--- src/rtl/crl_pkg.sv ---
// Shared types, constants and functions of the client request rate limiter.
package crl_pkg;

   localparam int TABLE_ENTRIES = 4096;
   localparam int IDX_BITS = $clog2(TABLE_ENTRIES);
   localparam int ALLOW_ENTRIES = 16;
   localparam int ALLOW_BITS = (ALLOW_ENTRIES > 1) ? $clog2(ALLOW_ENTRIES) : 1;
   localparam int COUNT_BITS = 16;
   localparam logic [COUNT_BITS-1:0] COUNT_MAX = '1;
   localparam int QUEUE_DEPTH = 2;
   localparam int QPTR_BITS = 1;
   localparam int KEY_BITS = 66;

   localparam logic [1:0] VERDICT_ALLOW = 2'd0;
   localparam logic [1:0] VERDICT_DENY = 2'd1;
   localparam logic [1:0] VERDICT_BYPASS = 2'd2;

   localparam logic [1:0] ETYPE_HOLD = 2'd0;
   localparam logic [1:0] ETYPE_PAGE = 2'd1;
   localparam logic [1:0] ETYPE_SITE = 2'd2;

   localparam logic KIND_CHECK = 1'b0;
   localparam logic KIND_ALLOW_ADD = 1'b1;

   localparam logic [2:0] CSR_PAGE_LIMIT = 3'd0;
   localparam logic [2:0] CSR_PAGE_WINDOW = 3'd1;
   localparam logic [2:0] CSR_SITE_LIMIT = 3'd2;
   localparam logic [2:0] CSR_SITE_WINDOW = 3'd3;
   localparam logic [2:0] CSR_HOLD_TIME = 3'd4;

   typedef struct packed {
      logic        kind;
      logic [31:0] client_addr;
      logic [31:0] page_id;
      logic [31:0] now_seconds;
      logic        excluded;
      logic [2:0]  prefix_octets;
   } req_type;

   typedef struct packed {
      logic [1:0] verdict;
      logic       hold_started;
      logic       table_full;
   } rsp_type;

   typedef struct packed {
      logic                  valid;
      logic [1:0]            etype;
      logic [31:0]           addr;
      logic [31:0]           page;
      logic [31:0]           stamp;
      logic [COUNT_BITS-1:0] count;
   } tbl_entry_type;

   typedef struct packed {
      req_type             req;
      logic [IDX_BITS-1:0] hold_idx;
      logic [IDX_BITS-1:0] page_idx;
      logic [IDX_BITS-1:0] site_idx;
   } work_type;

   typedef struct packed {
      logic [15:0] page_limit;
      logic [15:0] page_window;
      logic [15:0] site_limit;
      logic [15:0] site_window;
      logic [15:0] hold_time;
   } cfg_type;

   typedef enum logic [2:0] {
      BS_CLEAR,
      BS_IDLE,
      BS_CLASSIFY,
      BS_READ,
      BS_COMPARE,
      BS_ACT,
      BS_DONE
   } back_state_type;

   typedef enum logic [1:0] {
      PH_HOLD,
      PH_PAGE,
      PH_SITE,
      PH_STORE
   } phase_type;

   function automatic logic [IDX_BITS-1:0] slot_hash(logic [1:0] etype, logic [31:0] addr,
                                                     logic [31:0] page);
      logic [KEY_BITS-1:0] key;
      logic [IDX_BITS-1:0] h;
      key = {etype, addr, page ^ {addr[15:0], addr[31:16]}};
      h = '0;
      for (int i = 0; i < KEY_BITS; i++) begin
         h[i % IDX_BITS] = h[i % IDX_BITS] ^ key[i];
      end
      return h;
   endfunction

   function automatic logic [31:0] prefix_mask(logic [2:0] octets);
      logic [31:0] m;
      case (octets)
         3'd1: m = 32'hFF00_0000;
         3'd2: m = 32'hFFFF_0000;
         3'd3: m = 32'hFFFF_FF00;
         default: m = 32'hFFFF_FFFF;
      endcase
      return m;
   endfunction

endpackage

--- src/rtl/crl_front.sv ---
// Front part: takes request transfers, hashes their table keys and queues them.
module crl_front (
   input  logic              clock,
   input  logic              reset,
   input  logic              req_valid,
   output logic              req_ready,
   input  crl_pkg::req_type  req_data,
   output logic              q_valid,
   output crl_pkg::work_type q_data,
   input  logic              q_pop
);

   crl_pkg::work_type              slot_ff [crl_pkg::QUEUE_DEPTH];
   logic [crl_pkg::QPTR_BITS-1:0]  wr_ptr_ff, wr_ptr_in;
   logic [crl_pkg::QPTR_BITS-1:0]  rd_ptr_ff, rd_ptr_in;
   logic [crl_pkg::QPTR_BITS:0]    cnt_ff, cnt_in;
   crl_pkg::work_type              work;
   logic                           push;

   always_comb begin
      work.req = req_data;
      work.hold_idx = crl_pkg::slot_hash(crl_pkg::ETYPE_HOLD, req_data.client_addr, 32'd0);
      work.page_idx = crl_pkg::slot_hash(crl_pkg::ETYPE_PAGE, req_data.client_addr,
                                         req_data.page_id);
      work.site_idx = crl_pkg::slot_hash(crl_pkg::ETYPE_SITE, req_data.client_addr, 32'd0);
   end

   assign req_ready = (cnt_ff != (crl_pkg::QPTR_BITS+1)'(crl_pkg::QUEUE_DEPTH));
   assign push = req_valid && req_ready;
   assign q_valid = (cnt_ff != '0);
   assign q_data = slot_ff[rd_ptr_ff];

   always_comb begin
      wr_ptr_in = push ? wr_ptr_ff + 1'b1 : wr_ptr_ff;
      rd_ptr_in = q_pop ? rd_ptr_ff + 1'b1 : rd_ptr_ff;
      cnt_in = cnt_ff + (crl_pkg::QPTR_BITS+1)'(push) - (crl_pkg::QPTR_BITS+1)'(q_pop);
   end

   always_ff @(posedge clock) begin
      if (reset) begin
         wr_ptr_ff <= '0;
         rd_ptr_ff <= '0;
         cnt_ff <= '0;
      end else begin
         wr_ptr_ff <= wr_ptr_in;
         rd_ptr_ff <= rd_ptr_in;
         cnt_ff <= cnt_in;
      end
   end

   always_ff @(posedge clock) begin
      if (push) begin
         slot_ff[wr_ptr_ff] <= work;
      end
   end

endmodule

--- config.mk ---
export PLATFORM = sky130hd
export DESIGN_NAME = crl_front
export DESIGN_NICKNAME = d
export VERILOG_FILES = /design/src/rtl/crl_pkg.sv /design/src/rtl/crl_front.sv
export SDC_FILE = /design/constraint.sdc
export NUM_CORES = 1
export LEC_CHECK = 0
export ABC_AREA = 1
export BUFFER_PORTS_ARGS = -buffer_cell sky130_fd_sc_hd__buf_2
export CAP_MARGIN = 25
export CORE_MARGIN = 4
export CORE_UTILIZATION = 40
export CTS_CLUSTER_DIAMETER = 30
export DETAILED_ROUTE_END_ITERATION = 10
export GPL_TIMING_DRIVEN = 0
export HOLD_SLACK_MARGIN = 0.08
export PLACE_DENSITY = 0.64
export SETUP_SLACK_MARGIN = 0.2
export SLEW_MARGIN = 20
export SYNTH_ARGS = -nofsm -noshare
export SYNTH_HDL_FRONTEND = slang
export SYNTH_SLANG_ARGS = --single-unit
export TNS_END_PERCENT = 100
--- constraint.sdc ---
create_clock -name clock -period 12.16 [get_ports clock]
set_clock_uncertainty 0.05 [all_clocks]
set_input_delay 1.216 -clock clock [delete_from_list [all_inputs] [get_ports clock]]
set_output_delay 1.216 -clock clock [all_outputs]
set_load 0.05 [all_outputs]
=== After elaboration in Yosys (flattened, before gate mapping) ===
Memory sizes are Yosys's and may differ from the RTL's. A register that Yosys moved wholly into a read port is not among the register bits.
Cells that the tools add are included.
Widths: inputs -> output; s select.

* Div/mod/pow operators: 0
* Shift-type cells: 0
* Mux-type cells: 4
* $add $sub $neg: 4
* $lt $le $gt $ge: 0
* Reduce and logical (&&, ||, !) cells: 2
* Bitwise logic cells: 107
* Equal/unequal tests: 1
* Multipliers: 0

{| class="wikitable"
|+ Operator list
! kind !! number
|-
| $xor 1x1->1 || 104
|-
| $xor 32x32->32 || 1
|-
| $mux 1 || 4
|-
| $add 1x1->1 const B || 2
|-
| $add 2x1->2 || 1
|-
| $ne 2x2->1 const B || 1
|-
| $not 1->1 || 2
|-
| $reduce_bool 2->1 || 1
|-
| $sub 2x1->2 || 1
|-
| $logic_and 1x1->1 || 1
|}

* Bits in read-only memories: 0
* RAM bits: 274
* Word-level logic and storage cells: 122
* Bits in registers: 4
* Memories kept: 1
* Bits in latches: 0

{| class="wikitable"
|+ Memory list
! name !! words !! bits a word !! rd ports !! clocked after memory_dff !! write ports !! RTL line !! RTL
|-
| slot_ff || 2 || 137 || 1 || 1 || 1 || crl_front.sv:13 || <nowiki>crl_pkg::work_type slot_ff [crl_pkg::QUEUE_DEPTH];</nowiki>
|}

=== Logic depth before layout (Yosys ltp) ===
Gate-level depths: netlist of the first run.

* Depth after elaboration: 6
* Depth in mapped cells: 8
* Depth with buffers taken out: 8

=== Worst setup path after synthesis of the first run ===
No wires, ideal clock.

* Path type: input to register
* Start: input req_valid
* End: memory slot_ff[1][100] (netlist name), enable pin
* Required time: 11.496 ns
* Stages: 4
* Library setup time: 0.614 ns
* Slack: 4.665 ns
* Path buffers: 0
* Arrival: 6.831 ns
* Cell sequence: inv_1 a21oi_1 inv_1 nor2_1

* Cells in the longest elaborated chain, start to end: 3

{| class="wikitable"
|+ Ends and longest elaborated chain
! element !! RTL line !! RTL
|-
| from (decl) || crl_front.sv:5 || <nowiki>input logic req_valid,</nowiki>
|-
| $logic_and 1x1->1 || crl_front.sv:29 || <nowiki>assign push = req_valid && req_ready;</nowiki>
|-
| $mux 1 || crl_front.sv:52 || <nowiki>if (push) begin</nowiki>
|-
| $mux 1 (implied by the code) || crl_front.sv:53 || <nowiki>slot_ff[wr_ptr_ff] <= work;</nowiki>
|-
| to (decl) || crl_front.sv:13 ||
|}

Every way passes these cells.

==> results of run 1 <==
==> final cells by class <==
cell class	instances	area (um2)
multi-input combinational	333	2650
clock buffer	63	1410
buffer	32	228
antenna	1	2.50
timing repair buffer	255	1500
fill	2164	11800
tap	335	419
sequential	257	7670
clock inverter	38	358
inverter	40	150
==> flip-flops by register name, summed over array words and instances (netlist names), named ones only <==
name and flops:
cnt_ff 2, wr_ptr_ff 1, rd_ptr_ff 1, slot_ff 252
==> worst max-delay path by stage <==
stage | start | endpoint | slack [ns] | depth (start not counted)
floorplan | req_valid | slot_ff[1][100]$_DFFE_PP_ | 4.67 | 4
global placement | req_valid | slot_ff[1][38]$_DFFE_PP_ | 1.08 | 5
detailed placement | req_valid | slot_ff[0][46]$_DFFE_PP_ | 8.83 | 8
CTS | flop | q_data[27] | 8.66 | 5
global route | flop | q_data[27] | 8.64 | 5
finish | flop | q_data[27] | 8.77 | 5
==> placed cells by master (no fill, tap or decap), types with 3 or more instances in the layout <==
cell,n
xnor2_1,25
dfxtp_1,5
buf_16,6
mux2_2,86
buf_6,6
edfxtp_1,252
clkinv_2,9
bufinv_16,6
clkinv_1,12
nor2_1,11
buf_2,257
buf_12,6
nand3b_1,8
clkinv_4,3
clkbuf_1,8
inv_1,40
nand3_1,10
xor2_1,21
clkbuf_16,55
mux2_4,40
buf_4,12
clkinvlp_4,7
nand2_1,126
==> worst max-delay path, stage by stage (launching register included) <==
cell and delay [ns]:
dfxtp_1 0.32, buf_6 0.17, buf_2 0.35, mux2_2 0.42, buf_4 0.14, buf_2 0.20
==> power by group <==
part	total, uW	switching [uW]	internal (uW)
sequential	1100	18.6	1080
combinational	617	431	186
clock	1390	442	945
==> cells by family after synthesis <==
kind of cell | after synthesis | synth area share
DFF | 257 | 0.718
and+or+nand+nor | 158 | 0.0598
muxes | 126 | 0.147
buffers and inverters | 72 | 0.0354
xor gates and xnor gates | 46 | 0.0377
AOI/OAI and AO/OA | 2 | 0.000937
adders and majority gates | 1 | 0.00117
==> layer usage <==
layer	GRT usage	vias to the layer above	share of wire
met2	0.269	224	0.47
met4	0.0489	6	0.022
met3	0.0480	50	0.082
met5	0	-	0.0014
met1	0.200	3031	0.42
li1	-	3008	-
==> stage by stage <==
step	cells	cell area, um2	hold slack (ns)
6_report	1354	14400	0.482
5_1_grt	1353	14400	0.508
4_1_cts	1353	14400	0.488
3_5_place_dp	1252	12600	0.477
3_3_place_gp	1240	12300	0.446
2_1_floorplan	662	10700	0.430
==> qor.yml, run 1 <==
io_buffers: 243
dieArea_um2: 29400
synth_common_cells: "252 x edfxtp_1, 126 x nand2_1, 86 x mux2_2, 40 x inv_1, 40 x mux2_4"
cts_sinks: 257
synth_flop_cell: "edfxtp_1"
yosysTopAreaCell: "edfxtp_1"
postSynthCellCount: 662
syn_nets: 768
min_to: "rd_ptr_ff$_SDFFE_PP0P_"
grt_use_total: 0.160
setup_ws_ns: 8.77
worst_r2r_endpoint: "slot_ff[0][134]$_DFFE_PP_"
cp_max_fo: 10
drv_slew: 0
hpwl_mm: 17.0
hp-start: "rd_ptr_ff$_SDFFE_PP0P_"
yosys-top-cells-area: "edfxtp_1 71%, mux2_2 9.1%, mux2_4 5.6%, nand2_1 4.4%, xnor2_1 2.1%"
ir_drop_mv: 0.138
grt-ovfl-total: 0
finalCritPeriodShare: 0.279
clockRootBuffer: "clkbuf_16"
finalSetupViolCount: 0
fin_nets: 1079
cts_buffer_depth: 3
avgSynthCellArea_um2: 16.1
synth_most_common_cell: "edfxtp_1"
hold_path_class: "reg2reg"
p_per_area_nw_per_um2: 216
syn2layout_area_growth_pct: 34.7
grt_pass1_wl_mm: 36.2
ff2ff_path_depth: 7
rsz0062_at_grt: "no"
drc_errors: 0
post_cts_buffers: 0
yosysUniqueCellTypes: 18
synth_top_area_frac: 0.709
status: "finished, final reports clean"
maxCapViolCount: 0
max_slew.worst_pin.slew_ns: 0.579
yosys_warnings: 0
placementRows: 59
firstDrtPassIters: 4
postRouteAntennaNets: 0
htreeDepth: 2
start_util: 0.409
cts_resized: 0
hold_viol_final: 0
grt_max_degree: 26
synthArstFlopShare: 0
mappedNetlistArea_um2: 10700
numCtsBuffers: 54
power_leakage_uw: 0.00591
cp-end-kind: "output port"
cts_hold_buf: 0
clock_latency_ns: 0.53
period_needed_ns: 3.39
r2r_slack_ns: 9.76
timing.rr.start: "cnt_ff[0]$_SDFF_PP0_"
wl_mm: 24.0
fin_setup_tns_ns: 0
drive_gt1_frac: 0.488
path_class: "reg2out"
dp_slack_ns: 8.83
worst_ep_arrival_time_ns: 2.13
fmax_ghz: 0.295
critPathLaunchType: "flop"
fp.dieH_um: 171
grt_antenna_before_repair: 2
gp_congestion: 0.792
slew_headroom: 0.613
power_uw: 3110
cts_tree: "built"
fin_util: 0.550
cp.required_ns: 10.89
synth-seq-cells: 257
wl_per_cell_um: 17.8
core_area_um2: 26100
clkTransAtPathRegs_ns: 0.04
avgViaCountPerCell: 4.67
io_pins: 244
grt_pass1_vias: 6548
initialDrtViolationCount: 344
yosysSeqAreaShare: 0.718
vias: 6319
fp.dieW_um: 171
synth_edf_count: 252
hold_path_depth: 2
Power figures use the tool's default switching activity.
==> run 2: changes to the inputs <==
--- a/config.mk
+++ b/config.mk
@@ -5,7 +5,7 @@
 export SDC_FILE = /design/constraint.sdc
 export NUM_CORES = 1
 export LEC_CHECK = 0
-export ABC_AREA = 1
+export ABC_AREA = 0
 export BUFFER_PORTS_ARGS = -buffer_cell sky130_fd_sc_hd__buf_2
 export CAP_MARGIN = 25
 export CORE_MARGIN = 4
@@ -14,7 +14,7 @@
 export DETAILED_ROUTE_END_ITERATION = 10
 export GPL_TIMING_DRIVEN = 0
 export HOLD_SLACK_MARGIN = 0.08
-export PLACE_DENSITY = 0.64
+export PLACE_DENSITY = 0.65
 export SETUP_SLACK_MARGIN = 0.2
 export SLEW_MARGIN = 20
 export SYNTH_ARGS = -nofsm -noshare
==> constraint.sdc (replaced) <==
create_clock -name clock -period 3.4 [get_ports clock]
set_clock_uncertainty 0.05 [all_clocks]
set_input_delay 0.34 -clock clock [delete_from_list [all_inputs] [get_ports clock]]
set_output_delay 0.34 -clock clock [all_outputs]
set_load 0.05 [all_outputs]
==> qor.yml, run 2 <==
status: "finished, final reports clean"
numCtsBuffers: 49  # -9.3%
initialDrtViolationCount: 260  # -24%
ir_drop_mv: 0.444  # +220%
fin_setup_tns_ns: 0  # unchanged
wl_per_cell_um: 17.9  # +0.69%
path_class: "reg2out"
fin_hold_ws_ns: 0.122  # -0.360 ns
max_stage_delay_ns: 0.42  # about the same
p_per_area_nw_per_um2: 721  # +230%
cp_max_fo: 10  # unchanged
crit_family: "buffers and inverters"
power_leakage_uw: 0.00537  # -9.1%
syn2layout_area_growth_pct: 43.4
drv_slew: 0  # unchanged
syn_nets: 586  # -24%
power_uw: 10200  # +230%
diodes: 0  # -1
start_util: 0.406  # -0.00211
core_area_um2: 24300  # -6.9%
grt_max_degree: 52  # +100%
p_int_uw: 7250  # +230%
final_cell_mix: "252 x buf_2, 252 x edfxtp_1, 127 x mux2_2"
grt_antenna_before_repair: 0  # -2
postRouteAntennaNets: 0  # unchanged
cp.required_ns: 3.01  # -7.88 ns
yosysSeqAreaShare: 0.776  # +0.0575
p_seq_frac: 0.382  # +0.027
dpl_cell_area_um2: 11600  # -7.7%
placementRows: 57  # -3.4%
fp.dieW_um: 165  # -3.6%
fin_util: 0.583  # +0.0327
hold_viol_final: 0  # unchanged
avgSynthCellArea_um2: 20.6  # +28%
cts_hold_buf: 102  # +102
postSynthCellCount: 480  # -27%
worst_ep_arrival_time_ns: 2.24  # +0.11 ns
p_sw_uw: 2970  # +230%
avgViaCountPerCell: 4.54  # -2.7%
finalInstanceArea_um2: 14200  # -1.4%
clock_latency_ns: 0.51  # -0.02 ns
rsz0062_at_grt: "no"
wl_mm: 22.2  # -7.6%
grt_pass1_vias: 6386  # -2.5%
clkTransAtPathRegs_ns: 0.05  # about the same
synthArstFlopShare: 0  # unchanged
yosys_warnings: 0  # unchanged
cts_buffer_depth: 3  # unchanged
hpwl_mm: 14.2  # -16%
htreeDepth: 2  # unchanged
synth_flop_cell: "edfxtp_1"
slowest_stage: "mux2_2"
cts_sinks: 257  # unchanged
switching_share: 0.291  # +0.00339
io_pins: 244  # unchanged
largest_reg_flops: 252  # unchanged
crit_buf_inv: 4  # unchanged
yosysUniqueCellTypes: 23  # +5
p_clk_frac: 0.419  # -0.028
synth-seq-cells: 257  # unchanged
vias: 5645  # -11%
fin_nets: 988  # -8.4%
io_buffers: 243  # unchanged
drive_gt1_frac: 0.529  # +0.0406
finalCritPeriodShare: 0.773
period_needed_ns: 2.63
critPathLaunchType: "flop"
crit_top_cell: "buf_2"
dieArea_um2: 27300  # -7.1%
reg.largest.list: "slot_ff x252, cnt_ff x2"
regMostFlops: "slot_ff"
synth_most_common_cell: "edfxtp_1"
maxCapViolCount: 0  # unchanged
cts_tree: "built"
synth_common_cells: "252 x edfxtp_1, 127 x mux2_2, 38 x xnor2_1, 11 x buf_4, 11 x xor2_1"
grt-ovfl-total: 0  # unchanged
finalSetupViolCount: 0  # unchanged
cp-end-kind: "output port"
clockRootBuffer: "clkbuf_16"
cp_cell_sequence: "buf_2 > buf_2 > mux2_2 > buf_4 > buf_2"
synth_edf_count: 252  # unchanged
yosys-top-cells-area: "edfxtp_1 77%, mux2_2 14%, xnor2_1 3.4%, dfxtp_1 1.0%, xor2_1 0.97%"
cts_resized: 0  # unchanged
grt_pass1_wl_mm: 33.5  # -7.5%
grt_use_total: 0.158  # -0.00194
fp.dieH_um: 165  # -3.6%
yosysTopAreaCell: "edfxtp_1"
mappedNetlistArea_um2: 9890  # -7.4%
firstDrtPassIters: 4  # unchanged
drc_errors: 0  # unchanged
synth_top_area_frac: 0.765  # +0.0568
fmax_ghz: 0.381
gp_congestion: 0.752  # -5.1%
hold_path_class: "in2reg"
slew_headroom: 0.570  # -0.0431
p_comb_frac: 0.199  # about the same
post_cts_buffers: 0  # unchanged
max_slew.worst_pin.slew_ns: 0.645  # +0.0660 ns
run 2: worst paths after layout:
| path | endpoint | depth (start not counted) | slack (ns) | startpoint |
|---|---|---|---|---|
| max reg2reg | slot_ff[1][26]$_DFFE_PP_ | 3 | 1.45 | cnt_ff[0]$_SDFF_PP0_ |
| min reg2reg | flop | 2 | 0.48 | rd_ptr_ff$_SDFFE_PP0P_ |
| min | flop | 3 | 0.12 | q_pop |
| max | q_data[24] | 5 | 0.77 | flop |
run 2: cell families after synthesis:
family / count (synthesis) / synth area share
and+or+nand+nor: 11 / 0.00582
muxes: 127 / 0.145
DFF: 257 / 0.776
xor gates and xnor gates: 53 / 0.0500
adders and majority gates: 1 / 0.00127
buffers and inverters: 27 / 0.0194
AOI/OAI and AO/OA: 4 / 0.00329
run 2: power groups by stage:
stage | Combinational [uW] | Sequential [uW] | Clock, uW
after floorplan | 1440 | 3960 | 0
after global placement | 1880 | 3970 | 0
after detailed placement | 1960 | 3960 | 0
after CTS | 2060 | 3900 | 4380
after global routing | 2140 | 3920 | 4570
final | 2030 | 3900 | 4280
run 2: area by class of cell:
class	instances	area, um2
Clock inverter	36	274
Tap cell	324	405
Buffer	25	184
Inverter	2	11.3
Sequential cell	257	7670
Multi-Input combinational cell	196	2030
Fill cell	1839	10100
Timing Repair Buffer	351	2360
Clock buffer	52	1240
run 2: tightest hold or removal path, cell delays in order:
cell     delay [ns]
buf_2          0.13
xnor2_1        0.09
nor2_1         0.08
run 2: stage by stage:
step           std cells  setup slack, ns
2_1_floorplan        480            0.216
4_1_cts             1243            0.721
3_5_place_dp        1053             1.26
6_report            1243            0.773
3_3_place_gp        1047           -0.617
5_1_grt             1243            0.666
run 2: metal layers:
metal / routed length (um) / GRT usage / vias up
li1: - / - / 2655
met1: 9060 / 0.191 / 2789
met2: 11400 / 0.278 / 175
met3: 1470 / 0.0457 / 26
met4: 256 / 0.0386 / 0
met5: 0 / 0 / -
==> run 3: changes to the inputs <==
--- a/config.mk
+++ b/config.mk
@@ -5,7 +5,7 @@
 export SDC_FILE = /design/constraint.sdc
 export NUM_CORES = 1
 export LEC_CHECK = 0
-export ABC_AREA = 0
+export ABC_AREA = 1
 export BUFFER_PORTS_ARGS = -buffer_cell sky130_fd_sc_hd__buf_2
 export CAP_MARGIN = 25
 export CORE_MARGIN = 4
@@ -14,7 +14,7 @@
 export DETAILED_ROUTE_END_ITERATION = 10
 export GPL_TIMING_DRIVEN = 0
 export HOLD_SLACK_MARGIN = 0.08
-export PLACE_DENSITY = 0.65
+export PLACE_DENSITY = 0.66
 export SETUP_SLACK_MARGIN = 0.2
 export SLEW_MARGIN = 20
 export SYNTH_ARGS = -nofsm -noshare
==> constraint.sdc (replaced) <==
create_clock -name clock -period 2.35 [get_ports clock]
set_clock_uncertainty 0.05 [all_clocks]
set_input_delay 0.235 -clock clock [delete_from_list [all_inputs] [get_ports clock]]
set_output_delay 0.235 -clock clock [all_outputs]
set_load 0.05 [all_outputs]
==> qor.yml, run 3 (synthesis results as in run 1) <==
status: "finished, final reports clean"
fin_util: 0.632  # +0.0493
cts_sinks: 257  # unchanged
avgViaCountPerCell: 4.70  # +3.6%
hold_viol_final: 0  # unchanged
critPathLaunchType: "flop"
cp-end-kind: "output port"
power_leakage_uw: 0.00682  # +27%
dieArea_um2: 29400  # +7.6%
hold_path_class: "in2reg"
grt_pass1_vias: 7369  # +15%
placementRows: 59  # +3.5%
maxCapViolCount: 0  # unchanged
grt_antenna_before_repair: 1  # +1
io_pins: 244  # unchanged
dp_cells: 1250  # +19%
fp.dieW_um: 171  # +3.7%
start_util: 0.409  # +0.00211
firstDrtPassIters: 5  # +1
power_uw: 16800  # +65%
grt_use_total: 0.178  # +0.0201
wl_mm: 27.3  # +23%
initialDrtViolationCount: 208  # -20%
vias: 6968  # +23%
max_stage_delay_ns: 0.39  # -0.03 ns
regMostFlops: "slot_ff"
setup_ws_ns: 0.162  # -0.611 ns
clockRootBuffer: "clkbuf_16"
cp_cell_sequence: "buf_8 > buf_4 > mux2_2 > buf_2"
reg.largest.list: "slot_ff x252, cnt_ff x2"
fin_setup_tns_ns: 0  # unchanged
period_needed_ns: 2.19
cp_max_fo: 10  # unchanged
postRouteAntennaNets: 0  # unchanged
fin_cells: 1481  # +19%
dp_slack_ns: 0.248  # -1.01 ns
cp.required_ns: 2.07  # -0.94 ns
slowest_stage: "mux2_2"
syn2layout_area_growth_pct: 54.8
io_buffers: 243  # unchanged
numCtsBuffers: 56  # +14%
max_slew.worst_pin.slew_ns: 0.275  # -0.370 ns
diodes: 0  # unchanged
clkTransAtPathRegs_ns: 0.05  # about the same
rsz0062_at_grt: "yes"
layout_commonest_cell: "edfxtp_1"
gp_congestion: 0.741  # -1.5%
cts_tree: "built"
finalCritPeriodShare: 0.931
clock_latency_ns: 0.53  # +0.02 ns
wl_per_cell_um: 18.4  # +3.0%
cts_buffer_depth: 3  # unchanged
crit_family: "buffers and inverters"
grt_max_degree: 25  # -52%
drc_errors: 0  # unchanged
largest_reg_flops: 252  # unchanged
core_area_um2: 26100  # +7.5%
grt_pass1_wl_mm: 39.9  # +19%
ir_drop_mv: 0.664  # +50%
worst_ep_arrival_time_ns: 1.90  # -0.34 ns
hpwl_mm: 16.3  # +15%
drv_slew: 0  # unchanged
drive_gt1_frac: 0.462  # -0.0664
path_class: "reg2out"
crit_buf_inv: 3  # -1
htreeDepth: 2  # unchanged
fp.dieH_um: 171  # +3.7%
grt-ovfl-total: 0  # unchanged
slew_headroom: 0.815  # +0.245
finalSetupViolCount: 0  # unchanged
final_cell_mix: "252 x edfxtp_1, 137 x buf_2, 126 x nand2_1"
fin_nets: 1205  # +22%
p_per_area_nw_per_um2: 1020  # +41%
fmax_ghz: 0.457
[run 3: cell types whose count changed in the layout (fill, tap and decap cells not counted), sizes merged, moves of 7 or more]
cell,previous run,this run
buf,274,308
clkbuf,52,63
inv,3,48
nand2,1,126
nand3,0,10
nand3b,1,8
nor2,4,13
xnor2,40,25
xor2,13,21
[run 3: routing by layer]
metal,routed length [um],vias up,GRT usage
met2,14600,230,0.329
met5,7,-,0
li1,-,3273,-
met1,10300,3404,0.201
met4,877,2,0.0644
met3,1500,59,0.0393
[run 3: repair_timing]
item                       CTS  global route
setup buffers                6            14
pin swaps                    0             2
hold buffers               103             0
hold endpoints to repair   214             0
setup endpoints to repair  131           223
gates resized for setup    200            88
cloned                       3             0
[run 3: worst paths after layout]
| kind | startpoint | to | slack, ns | cells past startpoint |
|---|---|---|---|---|
| hold / removal | req_valid | wr_ptr_ff$_SDFFE_PP0P_ | 0.14 | 5 |
| setup reg to reg | cnt_ff[0]$_SDFF_PP0_ | slot_ff[0][66]$_DFFE_PP_ | 0.62 | 7 |
| setup / recovery | flop | q_data[81] | 0.16 | 4 |
| hold reg to reg | rd_ptr_ff$_SDFFE_PP0P_ | flop | 0.48 | 2 |
[run 3: stage by stage]
| stage | hold slack [ns] | area, um2 |
|---|---|---|
| final | 0.144 | 16500 |
| after global routing | 0.150 | 16500 |
| after CTS | 0.111 | 16200 |
| after detailed placement | 0.376 | 12600 |
| after global placement | 0.372 | 12300 |
| after floorplan | 0.249 | 10700 |
[run 3: area by class of cell]
class                           count  area (um2)
Timing Repair Buffer              379        3360
Fill cell                        1899        9610
Clock buffer                       63        1430
Multi-Input combinational cell    333        2750
Tap cell                          335         419
Clock inverter                     42         342
Buffer                             32         410
Inverter                           40         150
Sequential cell                   257        7670
[run 3: where the power goes]
group / internal [uW] / switching (uW)
logic: 1580 / 2400
registers: 5600 / 113
clock network: 4700 / 2430
total: 11900 / 4940
[run 3: worst min-delay path: cells and delay by family]
kind | cells | cell delay [ns]
AOI/OAI and AO/OA | 2 | 0.21
buffers and inverters | 2 | 0.18
and+or+nand+nor | 1 | 0.05
